### config.mk
export PLATFORM = sky130hd
export DESIGN_NAME = ece_queue
export DESIGN_NICKNAME = d
export VERILOG_FILES = /design/src/rtl/core/ece_queue.sv
export VERILOG_INCLUDE_DIRS = /design/src /design/src/rtl/core
export SDC_FILE = /design/constraint.sdc
export NUM_CORES = 1
export LEC_CHECK = 0
export ABC_AREA = 1
export BUFFER_PORTS_ARGS = -buffer_cell sky130_fd_sc_hd__buf_2
export CORE_ASPECT_RATIO = 1.5
export CORE_MARGIN = 2
export CORE_UTILIZATION = 60
export CTS_BUF_LIST = sky130_fd_sc_hd__clkbuf_8 sky130_fd_sc_hd__clkbuf_16
export CTS_CLUSTER_DIAMETER = 100
export DETAILED_ROUTE_END_ITERATION = 10
export PLACE_DENSITY = 0.93
export SYNTH_ARGS = -nofsm -noshare
export SYNTH_HDL_FRONTEND = slang
export SYNTH_SLANG_ARGS = --single-unit
### constraint.sdc
create_clock -name clk -period 3.99 [get_ports clk]
set_clock_uncertainty 0.15 [all_clocks]
set_input_delay 0.5985 -clock clk [delete_from_list [all_inputs] [get_ports clk]]
set_output_delay 0.5985 -clock clk [all_outputs]
set_load 0.005 [all_outputs]
### src/rtl/core/easing_curve_evaluator_top_assert.svh
// ----------------------------------------------------------------------------
// easing curve evaluator assertion macros
// concurrent check forms used by the evaluator's queue module
// ----------------------------------------------------------------------------
`ifndef EASING_CURVE_EVALUATOR_TOP_ASSERT_SVH
`define EASING_CURVE_EVALUATOR_TOP_ASSERT_SVH

// condition holds at every edge out of reset
`define ECE_ASSERT_ALWAYS(lbl, clk, rst_n, cond) \
	lbl: assert property (@(posedge clk) disable iff (!rst_n) (cond)) \
		else $error("ece: invariant violated");

// consequence holds in the same cycle as the antecedent
`define ECE_ASSERT_IMPL(lbl, clk, rst_n, ante, cons) \
	lbl: assert property (@(posedge clk) disable iff (!rst_n) (ante) |-> (cons)) \
		else $error("ece: same-cycle check failed");

// consequence holds in the cycle after the antecedent
`define ECE_ASSERT_NEXT(lbl, clk, rst_n, ante, cons) \
	lbl: assert property (@(posedge clk) disable iff (!rst_n) (ante) |=> (cons)) \
		else $error("ece: next-cycle check failed");

`endif

### src/rtl/core/ece_queue.sv
// ----------------------------------------------------------------------------
// ece_queue
// short first-in first-out queue between front and back
// ----------------------------------------------------------------------------
`timescale 1ns / 1ps
`default_nettype none

`include "easing_curve_evaluator_top_assert.svh"

module ece_queue #(
	parameter int WIDTH = 8
) (
	input  wire logic             clk,
	input  wire logic             arst_n,
	input  wire logic             wr_valid,
	output logic                  wr_ready,
	input  wire logic [WIDTH-1:0] wr_data,
	output logic                  rd_valid,
	input  wire logic             rd_en,
	output logic [WIDTH-1:0]      rd_data
);
	localparam int DEPTH = 4;
	localparam int AW    = $clog2(DEPTH);

	logic [WIDTH-1:0] mem_q [DEPTH];
	logic [AW-1:0]    wr_ptr_q;
	logic [AW-1:0]    rd_ptr_q;
	logic [AW:0]      cnt_q;
	logic             push;
	logic             pop;

	assign wr_ready = (cnt_q != (AW+1)'(DEPTH));
	assign rd_valid = (cnt_q != '0);
	assign push     = wr_valid && wr_ready;
	assign pop      = rd_en && rd_valid;
	assign rd_data  = mem_q[rd_ptr_q];

	// storage
	always_ff @(posedge clk) begin
		if (push)
			mem_q[wr_ptr_q] <= wr_data;
	end

	// pointers and fill count
	always_ff @(posedge clk or negedge arst_n) begin
		if (!arst_n) begin
			wr_ptr_q <= '0;
			rd_ptr_q <= '0;
			cnt_q    <= '0;
		end else begin
			if (push)
				wr_ptr_q <= wr_ptr_q + 1'b1;
			if (pop)
				rd_ptr_q <= rd_ptr_q + 1'b1;
			case ({push, pop})
				2'b10:   cnt_q <= cnt_q + 1'b1;
				2'b01:   cnt_q <= cnt_q - 1'b1;
				default: cnt_q <= cnt_q;
			endcase
		end
	end

	// checks
	`ECE_ASSERT_ALWAYS(a_cnt_max, clk, arst_n, cnt_q <= (AW+1)'(DEPTH))
	`ECE_ASSERT_NEXT(a_cnt_up, clk, arst_n, push && !pop, cnt_q == $past(cnt_q) + 1'b1)
	`ECE_ASSERT_NEXT(a_ptr_gap, clk, arst_n, 1'b1, (wr_ptr_q - rd_ptr_q) == cnt_q[AW-1:0])

endmodule

`default_nettype wire

---- Word level (Yosys, flattened, before mapping) ----
Memory sizes are Yosys's and may differ from the RTL's.
Index checks and enable logic that the tools add are counted.
Widths: inputs -> output; s select.
word-level totals
  register bits ........................... 7
  memory bits (writable) .................. 32
  bits of input ports ..................... 12
  output and inout bits ................... 10
  memories kept ........................... 1
memory list
  name   depth  width  read ports  clocked after Yosys merged registers in  write ports  line             source
  mem_q  4      8      1           0                                        1            ece_queue.sv:25  logic [WIDTH-1:0] mem_q [DEPTH];
cells by class
  add/subtract/negate cells ............... 4
  equality and inequality tests ........... 3
  multiplexer cells ....................... 3
  reduce and logical (&&, ||, !) cells .... 4
operators by type and width
  cell                 count
  $pmux 3 s2           1
  $add 2x1->2 const B  2
  $add 3x1->3 const B  1
  $ne 3x3->1 const B   1
  $reduce_bool 3->1    1
  $sub 3x1->3 const B  1
  $eq 2x1->1 const B   1
  $eq 2x2->1 const B   1
  $logic_and 1x1->1    2
  $mux 1               2
  $reduce_bool 2->1    1

---- Longest topological paths before layout ----
  depth after elaboration ................. 4
  depth in mapped cells ................... 12
  mapped depth without buffers ............ 12

---- Worst setup path before layout ----
Ideal clock, no wire load.
  kind .................................... register to register
  start point ............................. register cnt_q[0]
  end point ............................... register cnt_q[2]
  setup time .............................. 0.117 ns
  arrival ................................. 1.533 ns
  data required time ...................... 3.723 ns
  path slack .............................. 2.190 ns
  cell stages (with the launch flop) ...... 11
  path buffers ............................ 0
  clock period less this slack ............ 1.800 ns
  cells stage by stage .................... dfrtp_1 inv_2 nand3_2 nand2_4 ha_1 inv_1 fa_1 nand2_1 nand3_1 nand2_1 nand2_1
between the ends
  cells in the longest elaborated chain, start to end .. 4
  elaborated cells between the ends (all ways) .. 10
  those cells by class .................... add/sub: 2; eq/ne: 3; mux: 1; reduce/logical: 4
ends and longest elaborated chain
  element                                          line             source
  start: declaration                               ece_queue.sv:28  logic [AW:0] cnt_q;
  start signal: assignment                         ece_queue.sv:56  2'b10: cnt_q <= cnt_q + 1'b1;
  start signal: assignment                         ece_queue.sv:57  2'b01: cnt_q <= cnt_q - 1'b1;
  start signal: assignment                         ece_queue.sv:58  default: cnt_q <= cnt_q;
  $ne 3x3->1 *                                     ece_queue.sv:32  assign wr_ready = (cnt_q != (AW+1)'(DEPTH));
  named net wr_ready                               ece_queue.sv:16  output logic wr_ready,
  $logic_and 1x1->1 *                              ece_queue.sv:34  assign push = wr_valid && wr_ready;
  $eq 2x1->1 or $eq 2x2->1 (tied branches)         ece_queue.sv:55  case ({push, pop})
  $pmux 3 s2 or $reduce_bool 2->1 (tied branches)  n/a
The timed path passes the listed nets; every way through them passes the cells marked *.
A chain may end at the register's enable or synchronous reset.

---- Worst setup path after layout ----
  start point ............................. register rd_ptr_q[0]
  end point ............................... output rd_data[3]
between the ends
  cells in the longest elaborated chain, start to end .. 1
ends and longest elaborated chain
  element                   line             source
  start: declaration        ece_queue.sv:27  logic [AW-1:0] rd_ptr_q;
  start signal: assignment  ece_queue.sv:54  rd_ptr_q <= rd_ptr_q + 1'b1;
  $mem_v2 4x8               n/a
  end: declaration          ece_queue.sv:20  output logic [WIDTH-1:0] rd_data
Every way passes these cells.

==> flow_summary.html <==
<table>
<tr><th>Metric</th><th>Value</th></tr>
<tr><th colspan="2">Yosys</th></tr>
<tr><td>Share of the synthesized area in the top cell type</td><td>55.1%</td></tr>
<tr><td>Most repeated cell in the gate-level netlist after synthesis</td><td>nand2_1</td></tr>
<tr><td>Post-Syn Area per Cell</td><td>11.5 sq um</td></tr>
<tr><td>Total number of yosys warnings</td><td>0</td></tr>
<tr><td>Portion of the post-synthesis area used by sequential elements</td><td>65.1%</td></tr>
<tr><td>EDFF count, synth</td><td>32</td></tr>
<tr><td>Most area-hungry cell type in the Yosys netlist</td><td>edfxtp_1</td></tr>
<tr><td>Synth cell types</td><td>18</td></tr>
<tr><td>Top post-synthesis cells by count</td><td>nand2_1, edfxtp_1, inv_1, o211ai_1, dfrtp_1</td></tr>
<tr><td>Most common flop cell mapped by yosys</td><td>edfxtp_1</td></tr>
<tr><td>Net count after synthesis</td><td>170</td></tr>
<tr><td>Synth Instances</td><td>152</td></tr>
<tr><td>Post-synthesis cell area</td><td>1740 sq um</td></tr>
<tr><td>Share of synthesized registers carrying an async set or reset</td><td>17.9%</td></tr>
<tr><td>Top cells by area in the synthesized netlist</td><td>edfxtp_1, dfrtp_1, nand2_1</td></tr>
<tr><td>Synthesized flop and latch total</td><td>39</td></tr>
<tr><th colspan="2">Power</th></tr>
<tr><td>Sequential power share</td><td>45.7%</td></tr>
<tr><td>Power per cell area</td><td>686 nW/um^2</td></tr>
<tr><td>Leakage dissipation</td><td>0.879 nW</td></tr>
<tr><td>Clock share of power</td><td>18.0%</td></tr>
<tr><td>Net Sw Frac</td><td>36.5%</td></tr>
<tr><td>Switching Power</td><td>0.000487 W</td></tr>
<tr><td>Maximum VDD drop</td><td>0.437 mV</td></tr>
<tr><td>Logic gate share of total power</td><td>36.3%</td></tr>
<tr><td>Cell Int Power</td><td>0.000847 W</td></tr>
<tr><th colspan="2">STA</th></tr>
<tr><td>Worst relative slew slack</td><td>47.4%</td></tr>
<tr><td>Pin slew with the least headroom to its limit</td><td>0.785 ns</td></tr>
<tr><td>Min Tclk post-route</td><td>2.28 ns</td></tr>
<tr><td>Hold Fails Final Rpt</td><td>0</td></tr>
<tr><td>Setup repair after global routing missed its margin</td><td>no</td></tr>
<tr><td>Tcrit/Tclk final</td><td>57.1%</td></tr>
<tr><td>Total negative slack</td><td>0 ns</td></tr>
<tr><td>Final setup vio count</td><td>0</td></tr>
<tr><td>Max-slew violation count</td><td>0</td></tr>
<tr><td>Highest achievable clock rate</td><td>0.439 GHz</td></tr>
<tr><th colspan="2">Global routing</th></tr>
<tr><td>Initial antenna violation count</td><td>0</td></tr>
<tr><td>Global-route congestion overflow total</td><td>0</td></tr>
<tr><td>Vias in the first global route</td><td>1109</td></tr>
<tr><td>Global-route wire length before repair</td><td>4600 um</td></tr>
<tr><td>Largest net degree at the start of global routing</td><td>34</td></tr>
<tr><td>Global-route usage over all layers</td><td>20.4%</td></tr>
<tr><th colspan="2">Job</th></tr>
<tr><td>Max-cap violations</td><td>0</td></tr>
<tr><th colspan="2">Worst setup path</th></tr>
<tr><td>Type of the worst setup path</td><td>reg -&gt; out</td></tr>
<tr><td>Crit start category</td><td>flip-flop</td></tr>
<tr><td>Family with the most delay on the worst path</td><td>buffers and inverters</td></tr>
<tr><td>Cell-by-cell trace of the critical path</td><td>inv_2, nand2_1, o211ai_1, nand2_1, buf_2</td></tr>
<tr><td>Cell seen most often among critical-path stages</td><td>nand2_1</td></tr>
<tr><td>FF-to-FF Start</td><td>cnt_q[0]$_DFFE_PN0P_</td></tr>
<tr><td>Start point of the critical path</td><td>rd_ptr_q[0]$_DFFE_PN0P_</td></tr>
<tr><td>Buffers &amp; Inverters on Critical Path</td><td>2</td></tr>
<tr><td>CP Data Required Time</td><td>3.24 ns</td></tr>
<tr><td>CP max stage cell</td><td>dfrtp_1</td></tr>
<tr><td>Type of element capturing the critical path</td><td>primary output</td></tr>
<tr><td>Critical path data arrival time</td><td>1.53 ns</td></tr>
<tr><td>Critical path fanouts, max</td><td>33</td></tr>
<tr><td>Maximum cell stage delay along the critical path</td><td>0.41 ns</td></tr>
<tr><th colspan="2">Die</th></tr>
<tr><td>Count of pins on the block boundary</td><td>22</td></tr>
<tr><td>Die Area</td><td>3360 sq um</td></tr>
<tr><td>Total number of placement rows</td><td>24</td></tr>
<tr><td>Vertical die dimension</td><td>70.0 um</td></tr>
<tr><td>Initial Util</td><td>61.1%</td></tr>
<tr><td>Area of the core</td><td>2850 sq um</td></tr>
<tr><td>Overall die width</td><td>48.0 um</td></tr>
<tr><th colspan="2">Clocking</th></tr>
<tr><td>Clock tree from TritonCTS</td><td>built</td></tr>
<tr><td>Num CTS Buffers</td><td>5</td></tr>
<tr><td>Maximum level of the CTS H-tree</td><td>2</td></tr>
<tr><td>Clock latency reported for the late side of the worst-skew pair</td><td>0.29 ns</td></tr>
<tr><td>Maximum number of buffers from clock root to sink</td><td>2</td></tr>
<tr><td>Clock tree root driver cell</td><td>clkbuf_8</td></tr>
<tr><td>CTS clk-pin slew, worst paths</td><td>0.06 ns</td></tr>
<tr><td>CTS Sinks</td><td>39</td></tr>
<tr><td>Postcts setup bufs</td><td>0</td></tr>
<tr><th colspan="2">Placed design</th></tr>
<tr><td>Gp weighted congestion</td><td>0.787</td></tr>
<tr><td>DPL Wire Length</td><td>1980 um</td></tr>
<tr><td>Total of buffers placed on input and output ports</td><td>21</td></tr>
<tr><th colspan="2">Final layout</th></tr>
<tr><td>Number of nets in the layout</td><td>195</td></tr>
<tr><td>Antenna diode count</td><td>0</td></tr>
<tr><td>Layout overhead on the synthesized area</td><td>11.5%</td></tr>
<tr><td>Utilization after layout</td><td>68.2%</td></tr>
<tr><td>Layout cells sized above 1</td><td>18.5%</td></tr>
<tr><th colspan="2">Min path</th></tr>
<tr><td>Source of the worst hold timing path</td><td>cnt_q[0]$_DFFE_PN0P_</td></tr>
<tr><td>Hold/Removal Path Class</td><td>reg -&gt; reg</td></tr>
<tr><th colspan="2">Route</th></tr>
<tr><td>Number of remaining DRC errors</td><td>0</td></tr>
<tr><td>Average routed wire per standard cell</td><td>13.0 um</td></tr>
<tr><td>Total length of routed wires</td><td>2820 um</td></tr>
<tr><td>Vias after detailed routing</td><td>1096</td></tr>
<tr><td>Iteration-0 DRC Markers</td><td>49</td></tr>
<tr><td>DRT Pass-1 Iters</td><td>4</td></tr>
<tr><td>Remaining antenna violation count after routing</td><td>0</td></tr>
<tr><td>Vias per cell</td><td>5.05</td></tr>
<tr><th colspan="2">Outcome</th></tr>
<tr><td>Result of the run</td><td>finished, final reports clean</td></tr>
</table>
-- final timing paths --
kind                       depth (start not counted)  slack (ns)                       to
min reg2reg                                        1        0.34     cnt_q[0]$_DFFE_PN0P_
min                                                1        0.34     cnt_q[0]$_DFFE_PN0P_
max in group asynchronous                          2        3.01  rd_ptr_q[0]$_DFFE_PN0P_
min in group asynchronous                          2        0.52     cnt_q[2]$_DFFE_PN0P_
max                                                5        1.71               rd_data[3]
max reg2reg                                       10        1.98     cnt_q[2]$_DFFE_PN0P_
-- final cells by class --
class / instances / area (sq um)
Tap cell: 39 / 48.8
Timing Repair Buffer: 22 / 115
Clock buffer: 5 / 68.8
Fill cell: 210 / 908
Multi-Input combinational cell: 77 / 444
Inverter: 32 / 120
Sequential cell: 39 / 1140
Clock inverter: 3 / 11.3
-- registers in the layout, indices dropped and copies added, names as in the netlist --
| signal | flops |
|---|---|
| rd_ptr_q | 2 |
| mem_q | 32 |
| cnt_q | 3 |
| wr_ptr_q | 2 |
-- layer usage --
metal | up-vias | global-route usage, % | part of all wire (%)
met4 | 0 | 11.7 | 2.8
met5 | - | 0 | 0
met3 | 7 | 6.46 | 4.0
met2 | 25 | 33.8 | 55
met1 | 512 | 20.8 | 38
li1 | 552 | - | -
-- worst register-to-register path, cell delays in order (launching register included) --
cell and delay [ns]:
dfrtp_1 0.40, inv_2 0.10, nand3_2 0.14, nand2_4 0.13, ha_1 0.17, inv_1 0.07, fa_1 0.40, nand2_1 0.12
nand3_1 0.10, nand2_1 0.09, nand2_1 0.06
-- layout by cell type (no fill, tap or decap) --
cell / count
inv_1: 31
nand3_1: 5
fa_1: 1
dfrtp_1: 7
nand3_2: 2
dlygate4sd3_1: 1
clkbuf_8: 5
nor2_1: 4
inv_2: 4
o21ai_0: 1
nand2_4: 1
xnor2_1: 1
ha_1: 5
edfxtp_1: 32
buf_2: 21
o211ai_1: 16
nand2_1: 40
nand4_1: 1
-- power by group through the flow --
stage | sequential (W) | combinational (W) | clock [W]
2_1_floorplan | 0.000590 | 0.000384 | 0
3_3_place_gp | 0.000609 | 0.000455 | 0
3_5_place_dp | 0.000619 | 0.000486 | 0
4_1_cts | 0.000610 | 0.000491 | 0.000245
5_1_grt | 0.000620 | 0.000576 | 0.000259
6_report | 0.000609 | 0.000485 | 0.000241
-- metrics by stage --
step           cells  hold WS, ns  worst slack, ns  power (W)  cell area (sq um)
2_1_floorplan    152        0.153             2.19   0.000974               1740
3_3_place_gp     208        0.288             2.06    0.00106               1850
3_5_place_dp     208        0.292             1.92    0.00110               1850
4_1_cts          217        0.345             1.69    0.00135               1940
5_1_grt          217        0.364             1.53    0.00145               1940
6_report         217        0.343             1.71    0.00133               1940
-- timing repair --
action / CTS / global route
gates resized for setup: 0 / 0
hold buffers: 1 / 0
hold endpoints to repair: 7 / 0
-- cells by family (layout without fill, tap and decap cells) --
group | count (synthesis) | in the layout | synth area share, %
and+or+nand+nor | 53 | 53 | 13.1
DFF | 39 | 39 | 65.1
buffers and inverters | 36 | 62 | 9.40
AOI/OAI and AO/OA | 17 | 17 | 7.17
adders and majority gates | 6 | 6 | 4.73
xor gates and xnor gates | 1 | 1 | 0.502
Power figures use the tool's default switching activity.
