==> config.mk <==
export PLATFORM = sky130hd
export DESIGN_NAME = ece_front
export DESIGN_NICKNAME = d
export VERILOG_FILES = /design/src/rtl/core/easing_curve_evaluator_top_assert.svh /design/src/rtl/core/ece_pkg.sv /design/src/rtl/core/ece_front.sv
export SDC_FILE = /design/constraint.sdc
export NUM_CORES = 1
export LEC_CHECK = 0
export BUFFER_PORTS_ARGS = -buffer_cell sky130_fd_sc_hd__buf_4
export CORE_MARGIN = 3
export CORE_UTILIZATION = 41
export DETAILED_ROUTE_END_ITERATION = 8
export GPL_ROUTABILITY_DRIVEN = 1
export PLACE_DENSITY = 0.81
export SYNTH_ARGS = -nofsm -noshare
export SYNTH_HDL_FRONTEND = slang
export SYNTH_SLANG_ARGS = --single-unit
==> constraint.sdc <==
create_clock -name vclk -period 2.5
set_input_delay 0.5 -clock vclk [all_inputs]
set_output_delay 0.5 -clock vclk [all_outputs]
set_load 0.01 [all_outputs]
==> src/rtl/core/easing_curve_evaluator_top_assert.svh <==
// ----------------------------------------------------------------------------
// easing curve evaluator assertion macros
// concurrent check forms used by the evaluator's queue module
// ----------------------------------------------------------------------------
`ifndef EASING_CURVE_EVALUATOR_TOP_ASSERT_SVH
`define EASING_CURVE_EVALUATOR_TOP_ASSERT_SVH

// condition holds at every edge out of reset
`define ECE_ASSERT_ALWAYS(lbl, clk, rst_n, cond) \
	lbl: assert property (@(posedge clk) disable iff (!rst_n) (cond)) \
		else $error("ece: invariant violated");

// consequence holds in the same cycle as the antecedent
`define ECE_ASSERT_IMPL(lbl, clk, rst_n, ante, cons) \
	lbl: assert property (@(posedge clk) disable iff (!rst_n) (ante) |-> (cons)) \
		else $error("ece: same-cycle check failed");

// consequence holds in the cycle after the antecedent
`define ECE_ASSERT_NEXT(lbl, clk, rst_n, ante, cons) \
	lbl: assert property (@(posedge clk) disable iff (!rst_n) (ante) |=> (cons)) \
		else $error("ece: next-cycle check failed");

`endif

==> src/rtl/core/ece_pkg.sv <==
// ----------------------------------------------------------------------------
// ece_pkg
// shared types and codes of the easing curve evaluator
// ----------------------------------------------------------------------------
`timescale 1ns / 1ps
`default_nettype none

package ece_pkg;

	// input curve codes that the block supports
	localparam logic [3:0] ACT_LINEAR = 4'd0;
	localparam logic [3:0] ACT_QUAD   = 4'd1;
	localparam logic [3:0] ACT_BOUNCE = 4'd9;

	// ease modes, any other code is in-out
	localparam logic [1:0] MODE_IN  = 2'd0;
	localparam logic [1:0] MODE_OUT = 2'd1;

	typedef enum logic [1:0] {
		CRV_LIN,
		CRV_QUAD,
		CRV_BOUNCE
	} crv_t;

	typedef enum logic [1:0] {
		ST_OK       = 2'd0,
		ST_UNSUP    = 2'd1,
		ST_ZERO_DUR = 2'd2
	} status_t;

	// bounce segments, by 11p against 4, 8, 10
	typedef enum logic [1:0] {
		SEG_0,
		SEG_1,
		SEG_2,
		SEG_3
	} seg_t;

	// classification carried with each item from front to back
	typedef struct packed {
		crv_t       crv;
		logic [1:0] mode;
		status_t    status;
	} ctl_t;

endpackage

`default_nettype wire

==> src/rtl/core/ece_front.sv <==
// ----------------------------------------------------------------------------
// ece_front
// classifies a request and forms the divider's starting remainder
// ----------------------------------------------------------------------------
`timescale 1ns / 1ps
`default_nettype none

module ece_front #(
	parameter int TIME_BITS = 16,
	parameter int FRAC_BITS = 16
) (
	input  wire logic [3:0]           action,
	input  wire logic [1:0]           ease_mode,
	input  wire logic [TIME_BITS-1:0] elapsed,
	input  wire logic [TIME_BITS-1:0] duration,
	output ece_pkg::ctl_t             ctl,
	output logic [TIME_BITS-1:0]      rem0,
	output logic [FRAC_BITS:0]        nq0
);
	import ece_pkg::*;

	localparam int T = TIME_BITS;
	localparam int F = FRAC_BITS;

	logic [T-1:0] t_sat;
	logic [T+F:0] num;
	logic         unsup;
	crv_t         crv;

	// curve decode
	always_comb begin
		unsup = 1'b0;
		unique case (action)
			ACT_LINEAR: crv = CRV_LIN;
			ACT_QUAD:   crv = CRV_QUAD;
			ACT_BOUNCE: crv = CRV_BOUNCE;
			default: begin
				crv   = CRV_LIN;
				unsup = 1'b1;
			end
		endcase
	end

	// status, unsupported curve wins over zero duration
	always_comb begin
		ctl.crv  = crv;
		ctl.mode = ease_mode;
		if (unsup)
			ctl.status = ST_UNSUP;
		else if (duration == '0)
			ctl.status = ST_ZERO_DUR;
		else
			ctl.status = ST_OK;
	end

	// numerator t*2^F + d/2, the top bits are below d
	always_comb begin
		t_sat = (elapsed > duration) ? duration : elapsed;
		num   = ({{(F+1){1'b0}}, t_sat} << F) + {{(F+2){1'b0}}, duration[T-1:1]};
		rem0  = num[T+F:F+1];
		nq0   = num[F:0];
	end

endmodule

`default_nettype wire

# After elaboration in Yosys (flattened, before gate mapping)
# Index checks and enable logic that the tools add are counted.
# word_totals
wordCells	11
output_inout_bits	39
input_bits	38
ff_bits	0
# op_classes
reduce_logical	3
mux	4
n_addsub	1
n_eq_ne	2
order_cmp	1
# op_table
op	n
$add A32 B15 Y33	1
$gt A16 B16 Y1	1
$logic_not A16 Y1	1
$mux W16	1
$eq A4 B1 Y1 const B	1
$eq A4 B4 Y1 const B	1
$logic_not A4 Y1	1
$mux W2	2
$pmux W2 S2	1
$reduce_or A3 Y1	1

# Longest topological paths before layout
# Gate-level depths: netlist (run 1).
# logic_depth
word_depth	3
ltp_mapped	10
depth_no_buf	7

# Worst setup path before layout (run 1)
# Ideal clock, no wire load.
# synth_path
kind	input to output
from	input duration[15]
to	output rem0[10]
path_slack_ps	-253
t_arrival_ps	2253
stages	9
n_path_buf	2
t_required_ps	2000
path_cell_list	inv_1 -> ha_1 -> nand4_2 -> o21bai_1 -> or3_1 -> buf_2 -> clkbuf_2 -> o311ai_0 -> o211ai_1
# synth_between
elab_chain_cells	3
# synth_rtl
item	line_no	source
start, declared	ece_front.sv:15	input wire logic [TIME_BITS-1:0] duration,
$gt A16 B16 Y1	ece_front.sv:58	t_sat = (elapsed > duration) ? duration : elapsed;
$mux W16	ece_front.sv:58	
$add A32 B15 Y33 (*)	ece_front.sv:59	num = ({{(F+1){1'b0}}, t_sat} << F) + {{(F+2){1'b0}}, duration[T-1:1]};
end, declared	ece_front.sv:17	output logic [TIME_BITS-1:0] rem0,
# Mark *: on every way between the ends. The rest lies on a longest branch, timed or not.

# Worst setup path in the final report (run 1)
# layout_path
from	input duration[10]
to	output rem0[11]
# Same word-level chain as after synthesis.

==> results of run 1 <==
area by class of cell:
| class | instances | area share |
|---|---|---|
| tap | 31 | 0.0151 |
| inverter | 17 | 0.0326 |
| timing repair buffer | 126 | 0.417 |
| multi-input combinational | 121 | 0.536 |
what timing repair did:
action,CTS,global route
resized for setup,37,56
gates cloned,3,2
setup endpoints to repair,16,16
hold buffers,0,0
buffers inserted,2,1
pin swaps,14,28
Yosys cell counts, drive strengths merged, types with 2 or more instances:
cell type,instances,share of area
ha,16,0.16
o311ai,16,0.12
and3,2,0.010
nor2,3,0.0093
a21oi,6,0.025
o21bai,2,0.012
o211ai,15,0.093
o21ai,3,0.012
nand2,9,0.028
nor3,2,0.0082
nand4,2,0.015
inv,17,0.053
nor4,5,0.038
nand3,15,0.062
or4b,15,0.12
clkbuf,9,0.029
buf,23,0.14
worst max-delay path, delay by kind of cell:
| family | cells | cell delay, ns |
|---|---|---|
| AND/OR/NAND/NOR | 3 | 0.79 |
| AO/OA/AOI/OAI | 2 | 0.21 |
| buffers and inverters | 5 | 0.62 |
| adder cells (fa/ha/maj) | 1 | 0.27 |
layer usage:
layer  track usage  vias up
li1              -      836
met1         0.355      941
met2         0.551      148
met3        0.0255       39
met4         0.133        0
met5             0        -
power by group:
part / switching (mW) / leakage (nW) / internal [mW] / total (mW)
Combinational: 0.250 / 1.10 / 0.298 / 0.548
Sequential: 0 / 0 / 0 / 0
Clock: 0 / 0 / 0 / 0
metrics by stage:
| step | worst slack, ns | std cells | TNS [ns] |
|---|---|---|---|
| floorplan | -0.110 | 169 | -1.24 |
| global placement | -0.386 | 287 | -5.94 |
| detailed placement | -0.455 | 287 | -6.79 |
| CTS | -0.302 | 292 | -4.52 |
| global route | -0.490 | 295 | -6.82 |
| finish | -0.391 | 295 | -5.50 |
cell families after synthesis:
| kind of cell | share of synthesized area |
|---|---|
| buf+inv | 0.223 |
| other cells | 0.00309 |
| compound gates | 0.286 |
| simple gates | 0.324 |
| fa+ha+maj | 0.165 |
worst max-delay path by stage:
stage	from	endpoint	depth (start not counted)	slack, ns
floorplan	duration[4]	rem0[10]	9	-0.11
global placement	duration[11]	nq0[16]	9	-0.39
detailed placement	duration[11]	nq0[16]	9	-0.46
CTS	duration[14]	rem0[2]	11	-0.30
global route	duration[10]	rem0[5]	11	-0.49
finish	duration[10]	rem0[11]	11	-0.39
==> flow_summary.json, run 1 <==
{
  "count_of_port_buffers_added_during_placement": 71,
  "detailed_placement_wirelength_estimate_um": 3820,
  "syn_to_final_growth_pct": 112,
  "floorplan.initialDensity": 0.436,
  "failed_checks": "negative setup slack",
  "grt_pass1_wl_um": 8490,
  "dieWidth_um": 60.4,
  "core_area_um2": 2780,
  "setup-violations-final": 16,
  "dr_total_vias": 1964,
  "post_drt_wl_per_cell_um": 23.4,
  "synth.cell_area_um2": 1210,
  "timing.final.ws_setup_ns": -0.391,
  "hp_class": "in2out",
  "crit_path_max_fanout": 8,
  "total_power_mw": 0.548,
  "number_of_global_route_vias_before_repair": 1793,
  "synth-warning-count": 0,
  "maxSlewHeadroom": 0.638,
  "drv.max_cap_violation_count": 0,
  "cp-start-kind": "input port",
  "netlist-cell-type-count": 32,
  "critPathArrivalTime_ns": 2.39,
  "layout.filler_cells": 106,
  "die_span_in_y_um": 60.4,
  "critical_path_required_ns": 2.00,
  "hold-path-endpoint": "ctl[3]",
  "highest_layer": "met4",
  "critPathSlowestCell": "nor3_1",
  "final_common_cell": "buf_4",
  "route.detailed.drc": 0,
  "maximum_number_of_pins_on_one_net_before_global_route_repair": 17,
  "first_iteration_detailed_routing_drc_count": 216,
  "final-seq-area_um2": 0,
  "timing.hold.worst_path_depth": 0,
  "syn-mean-instance-area_um2": 7.22,
  "worst_setup_path_end_kind": "output pin",
  "max_freq_ghz": 0.346,
  "crit_path_max_incr_delay_ns": 0.46,
  "wl_um": 6890,
  "floorplan.die_area_um2": 3650,
  "grt_overflow_total": 0,
  "antenna_violating_nets_post_route": 0,
  "num-nets-final": 320,
  "outcome": "finished, violations left",
  "multiInputGateArea_um2": 1380,
  "synth_sequential_area_ratio": 0,
  "finalMaxSlewViolations": 0,
  "most-common-layout-cells": "buf_4 (97), buf_6 (22), nand3_1 (15), o211ai_1 (15), or4b_2 (11)",
  "post-route-period-util": 1.16,
  "hp-start": "ease_mode[1]",
  "path_class": "in2out",
  "drive_above_1_share": 0.716,
  "route.met3.wl_um": 584,
  "n_sequential_cell": 0,
  "placed_cell_area_um2": 2090,
  "num_rows": 19,
  "postSynthCellCount": 168,
  "io_pins": 77,
  "timing.hold.ws_ns": 1.00,
  "ir_worst_vdd_mv": 0.205,
  "detail_route.vias_per_cell": 6.66,
  "timing_hold_violations_final": 0,
  "total_leakage_power_nw": 1.10,
  "detailroute.wirelength.met2_um": 3510,
  "measured_slew_at_the_worst_slew_check_pin_ns": 0.539,
  "m1WireLength_um": 2540,
  "final_period_minus_worst_setup_slack_ns": 2.89,
  "drt_pre_antenna_iters": 5,
  "antenna_cells": 0,
  "finish.utilization": 0.924,
  "power_per_cell_area_nw_per_um2": 213,
  "timing.critical_path.cells": "buf_4, inv_2, ha_4, nand2_4, buf_4, nor3_1, or3_4, buf_12, o311ai_4, o211ai_1, buf_4",
  "final_area_um2": 2570,
  "path_common_cell": "buf_4",
  "routabilityCongestion": 0.916,
  "nClkBuffers": 0,
  "global_route.usage.total": 0.302,
  "setup_repair_after_global_routing_missed_its_margin": "true",
  "antenna_violations_before_repair": 0
}
Note: power is estimated with default switching activity, not from simulation.
==> run 2: changes to the inputs <==
PLACE_DENSITY = 0.91   (was 0.81)
REMOVE_ABC_BUFFERS = 1   (was unset)
==> flow_summary.json, run 2 (synthesis results as in run 1) <==
{
  "hp-start": "ease_mode[0]",
  "timing_hold_violations_final": 0,
  "met3_global_route_usage": 0.0553,
  "floorplan.die_area_um2": 3650,
  "post-route-period-util": 1.19,
  "final_common_cell": "buf_4",
  "hold-path-endpoint": "ctl[2]",
  "route.detailed.drc": 0,
  "n_sequential_cell": 0,
  "wl_um": 8290,
  "dr_total_vias": 2184,
  "finalMaxSlewViolations": 0,
  "detail_route.vias_per_cell": 7.28,
  "grt_pass1_wl_um": 10600,
  "antenna_violations_before_repair": 0,
  "number_of_global_route_vias_before_repair": 2102,
  "maxSlewHeadroom": 0.641,
  "finish.utilization": 0.913,
  "post_cts_hold_buffer_count": 0,
  "hp_class": "in2out",
  "cp-start-kind": "input port",
  "most-common-layout-cells": "buf_4 (98), buf_6 (26), nand3_1 (15), o211ai_1 (15), inv_1 (10)",
  "num_rows": 19,
  "detailed_placement_wirelength_estimate_um": 3490,
  "globalRouteMet2Util": 0.701,
  "setup-violations-final": 16,
  "critPathArrivalTime_ns": 2.48,
  "drive_above_1_share": 0.691,
  "measured_slew_at_the_worst_slew_check_pin_ns": 0.534,
  "power_per_cell_area_nw_per_um2": 225,
  "first_iteration_detailed_routing_drc_count": 351,
  "total_leakage_power_nw": 1.13,
  "maximum_number_of_pins_on_one_net_before_global_route_repair": 16,
  "die_span_in_y_um": 60.4,
  "max_freq_ghz": 0.336,
  "final-seq-area_um2": 0,
  "syn_to_final_growth_pct": 109,
  "failed_checks": "negative setup slack",
  "dpl_worst_slack_ns": -0.615,
  "worst_setup_path_end_kind": "output pin",
  "timing.critical_path.cells": "buf_6, ha_4, a21oi_4, nor3_2, clkbuf_4, or4b_2, o211ai_1, buf_4",
  "routabilityCongestion": 0.881,
  "setup_repair_after_global_routing_missed_its_margin": "true",
  "drt_pre_antenna_iters": 5,
  "timing.hold.worst_path_depth": 0,
  "dieWidth_um": 60.4,
  "io_pins": 77,
  "ir_worst_vdd_mv": 0.210,
  "drv.max_cap_violation_count": 0,
  "met1_usage": 0.421,
  "core_area_um2": 2780,
  "timing.final.ws_setup_ns": -0.478,
  "crit_family": "simple AND/OR/NAND/NOR gates",
  "timing.critical_path.from": "elapsed[9]",
  "outcome": "finished, violations left",
  "post_drt_wl_per_cell_um": 27.6,
  "nClkBuffers": 0,
  "crit_path_max_incr_delay_ns": 0.67,
  "crit_path_max_fanout": 8,
  "global_route.usage.total": 0.393,
  "timing.hold.ws_ns": 1.00,
  "count_of_port_buffers_added_during_placement": 71,
  "grt_overflow_total": 0,
  "path_class": "in2out",
  "critPathSlowestCell": "or4b_2",
  "antenna_violating_nets_post_route": 0,
  "timing.critical_path.buf_inv": 3,
  "critical_path_required_ns": 2.00,
  "final_period_minus_worst_setup_slack_ns": 2.98,
  "global_route.peak_usage_layer": "met2",
  "num-nets-final": 325,
  "setup_tns_ns": -6.02,
  "floorplan.initialDensity": 0.436,
  "antenna_cells": 0,
  "total_power_mw": 0.571
}
run 2: final cells by class:
cell class         count  area, um2
multi-input cells    121       1290
well taps             31       38.8
repair buffers       131       1140
inverters             17       71.3
fillers              113        241
run 2: worst max path at each step:
stage / end / slack, ns / cells after the start
final: rem0[7] / -0.48 / 8
after global routing: rem0[7] / -0.66 / 10
after CTS: rem0[14] / -0.26 / 8
after detailed placement: rem0[6] / -0.62 / 9
after global placement: rem0[6] / -0.51 / 9
after floorplan: rem0[0] / -0.64 / 7
run 2: report_power, final:
group	switching (mW)	internal (mW)
Sequential	0	0
Clock	0	0
Combinational	0.270	0.302
run 2: metrics by stage:
stage,cell area (um2),cells
floorplan,1010,137
global placement,1940,285
detailed placement,1940,285
CTS,2430,299
global route,2540,300
finish,2540,300
run 2: repair_timing:
| action | CTS | global route |
|---|---|---|
| buffers inserted | 8 | 1 |
| pin swaps | 21 | 15 |
| gates resized for setup | 90 | 26 |
| setup endpoints to repair | 16 | 16 |
| gates cloned | 6 | 0 |
run 2: metal layers:
metal | vias up | part of all wire
met5 | - | 0
met3 | 74 | 0.11
li1 | 845 | -
met2 | 260 | 0.47
met1 | 1005 | 0.33
met4 | 0 | 0.088
==> run 3: changes to the inputs <==
CORE_MARGIN = unset   (was 3)
==> flow_summary.json, run 3 (synthesis results as in run 1) <==
{
  "outcome": "finished, violations left",
  "failed_checks": "negative setup slack",
  "wl_um": 5140,
  "antenna_violations_before_repair": 0,
  "worst_setup_path_end_kind": "output pin",
  "syn_to_final_growth_pct": 81.0,
  "critPathSlowestCell": "nor4_4",
  "dr_total_vias": 1803,
  "finalMaxSlewViolations": 0,
  "final_period_minus_worst_setup_slack_ns": 2.88,
  "max_freq_ghz": 0.347,
  "die_span_in_y_um": 56.4,
  "maximum_number_of_pins_on_one_net_before_global_route_repair": 18,
  "hp_class": "in2out",
  "grt_overflow_total": 0,
  "hold-path-endpoint": "ctl[2]",
  "cell_count_final_fillers_out": 287,
  "total_power_mw": 0.443,
  "route.detailed.drc": 0,
  "core_area_um2": 2780,
  "floorplan.die_area_um2": 3180,
  "most-common-layout-cells": "buf_4 (101), or4b_2 (15), nand3_1 (15), o211ai_1 (15), o311ai_1 (13)",
  "critPathArrivalTime_ns": 2.38,
  "timing.hold.worst_path_depth": 0,
  "timing.critical_path.buf_inv": 3,
  "io_pins": 77,
  "drv.max_cap_violation_count": 0,
  "first_iteration_detailed_routing_drc_count": 81,
  "power_per_cell_area_nw_per_um2": 202,
  "total_leakage_power_nw": 1.01,
  "ir_worst_vdd_mv": 0.182,
  "final_common_cell": "buf_4",
  "path_common_cell": "buf_6",
  "nClkBuffers": 0,
  "detailed_placement_wirelength_estimate_um": 3320,
  "floorplan.initialDensity": 0.436,
  "timing.final.ws_setup_ns": -0.380,
  "drt_pre_antenna_iters": 4,
  "post_drt_wl_per_cell_um": 17.9,
  "global_route.usage.total": 0.274,
  "n_sequential_cell": 0,
  "critical_path_required_ns": 2.00,
  "hp-start": "ease_mode[0]",
  "cp-start-kind": "input port",
  "routabilityCongestion": 0.869,
  "setup_repair_after_global_routing_missed_its_margin": "true",
  "antenna_violating_nets_post_route": 0,
  "num-nets-final": 312,
  "num_rows": 19,
  "count_of_port_buffers_added_during_placement": 71,
  "worst-path-stages": 9,
  "antenna_cells": 0,
  "finish.utilization": 0.790,
  "path_class": "in2out",
  "dp.cells": 280,
  "crit_path_max_incr_delay_ns": 0.37,
  "post-route-period-util": 1.15,
  "final-seq-area_um2": 0,
  "setup-violations-final": 16,
  "detail_route.vias_per_cell": 6.28,
  "timing.critical_path.cells": "buf_6, ha_4, nand4_4, nor4_4, a21boi_4, or2_4, buf_6, o211ai_1, buf_4",
  "dieWidth_um": 56.4,
  "crit_family": "simple AND/OR/NAND/NOR gates",
  "timing_hold_violations_final": 0,
  "post_cts_hold_buffer_count": 0,
  "grt_pass1_wl_um": 7220,
  "crit_path_max_fanout": 7,
  "number_of_global_route_vias_before_repair": 1558,
  "drive_above_1_share": 0.629
}
## run 3: how the worst max path moves through the flow
stage	startpoint	endpoint	slack, ns
floorplan	duration[15]	rem0[0]	-0.64
global placement	elapsed[15]	nq0[16]	-0.49
detailed placement	elapsed[15]	rem0[2]	-0.55
CTS	elapsed[9]	rem0[8]	-0.37
global route	duration[11]	rem0[9]	-0.49
finish	elapsed[13]	rem0[11]	-0.38
## run 3: final cells by class
class | count | area, um2
repair buffers | 118 | 973
well taps | 31 | 38.8
inverters | 17 | 73.8
multi-input cells | 121 | 1110
fillers | 210 | 584
## run 3: per-layer routing
layer | part of all wire | up-vias | global-route usage
li1 | - | 822 | -
met1 | 0.38 | 827 | 0.345
met2 | 0.52 | 138 | 0.519
met3 | 0.083 | 16 | 0.0230
met4 | 0.023 | 0 | 0.0279
met5 | 0 | - | 0
## run 3: metrics by stage
step                setup TNS, ns  hold WS (ns)  setup slack [ns]  cell area (um2)
floorplan                  -10.15          1.00            -0.637             1010
global placement            -7.06          1.00            -0.491             1900
detailed placement          -7.87          1.00            -0.545             1900
CTS                         -5.61          1.00            -0.367             2040
global route                -6.68          1.00            -0.487             2200
finish                      -5.47          1.00            -0.380             2200
## run 3: what timing repair did
item | 4_1_cts | 5_1_grt
pin swaps | 18 | 16
gates cloned | 2 | 1
setup buffers | 1 | 3
setup endpoints to repair | 16 | 16
resized for setup | 28 | 42
## run 3: power by group
group / internal (mW) / switching (mW)
sequential: 0 / 0
clock: 0 / 0
combinational: 0.244 / 0.199
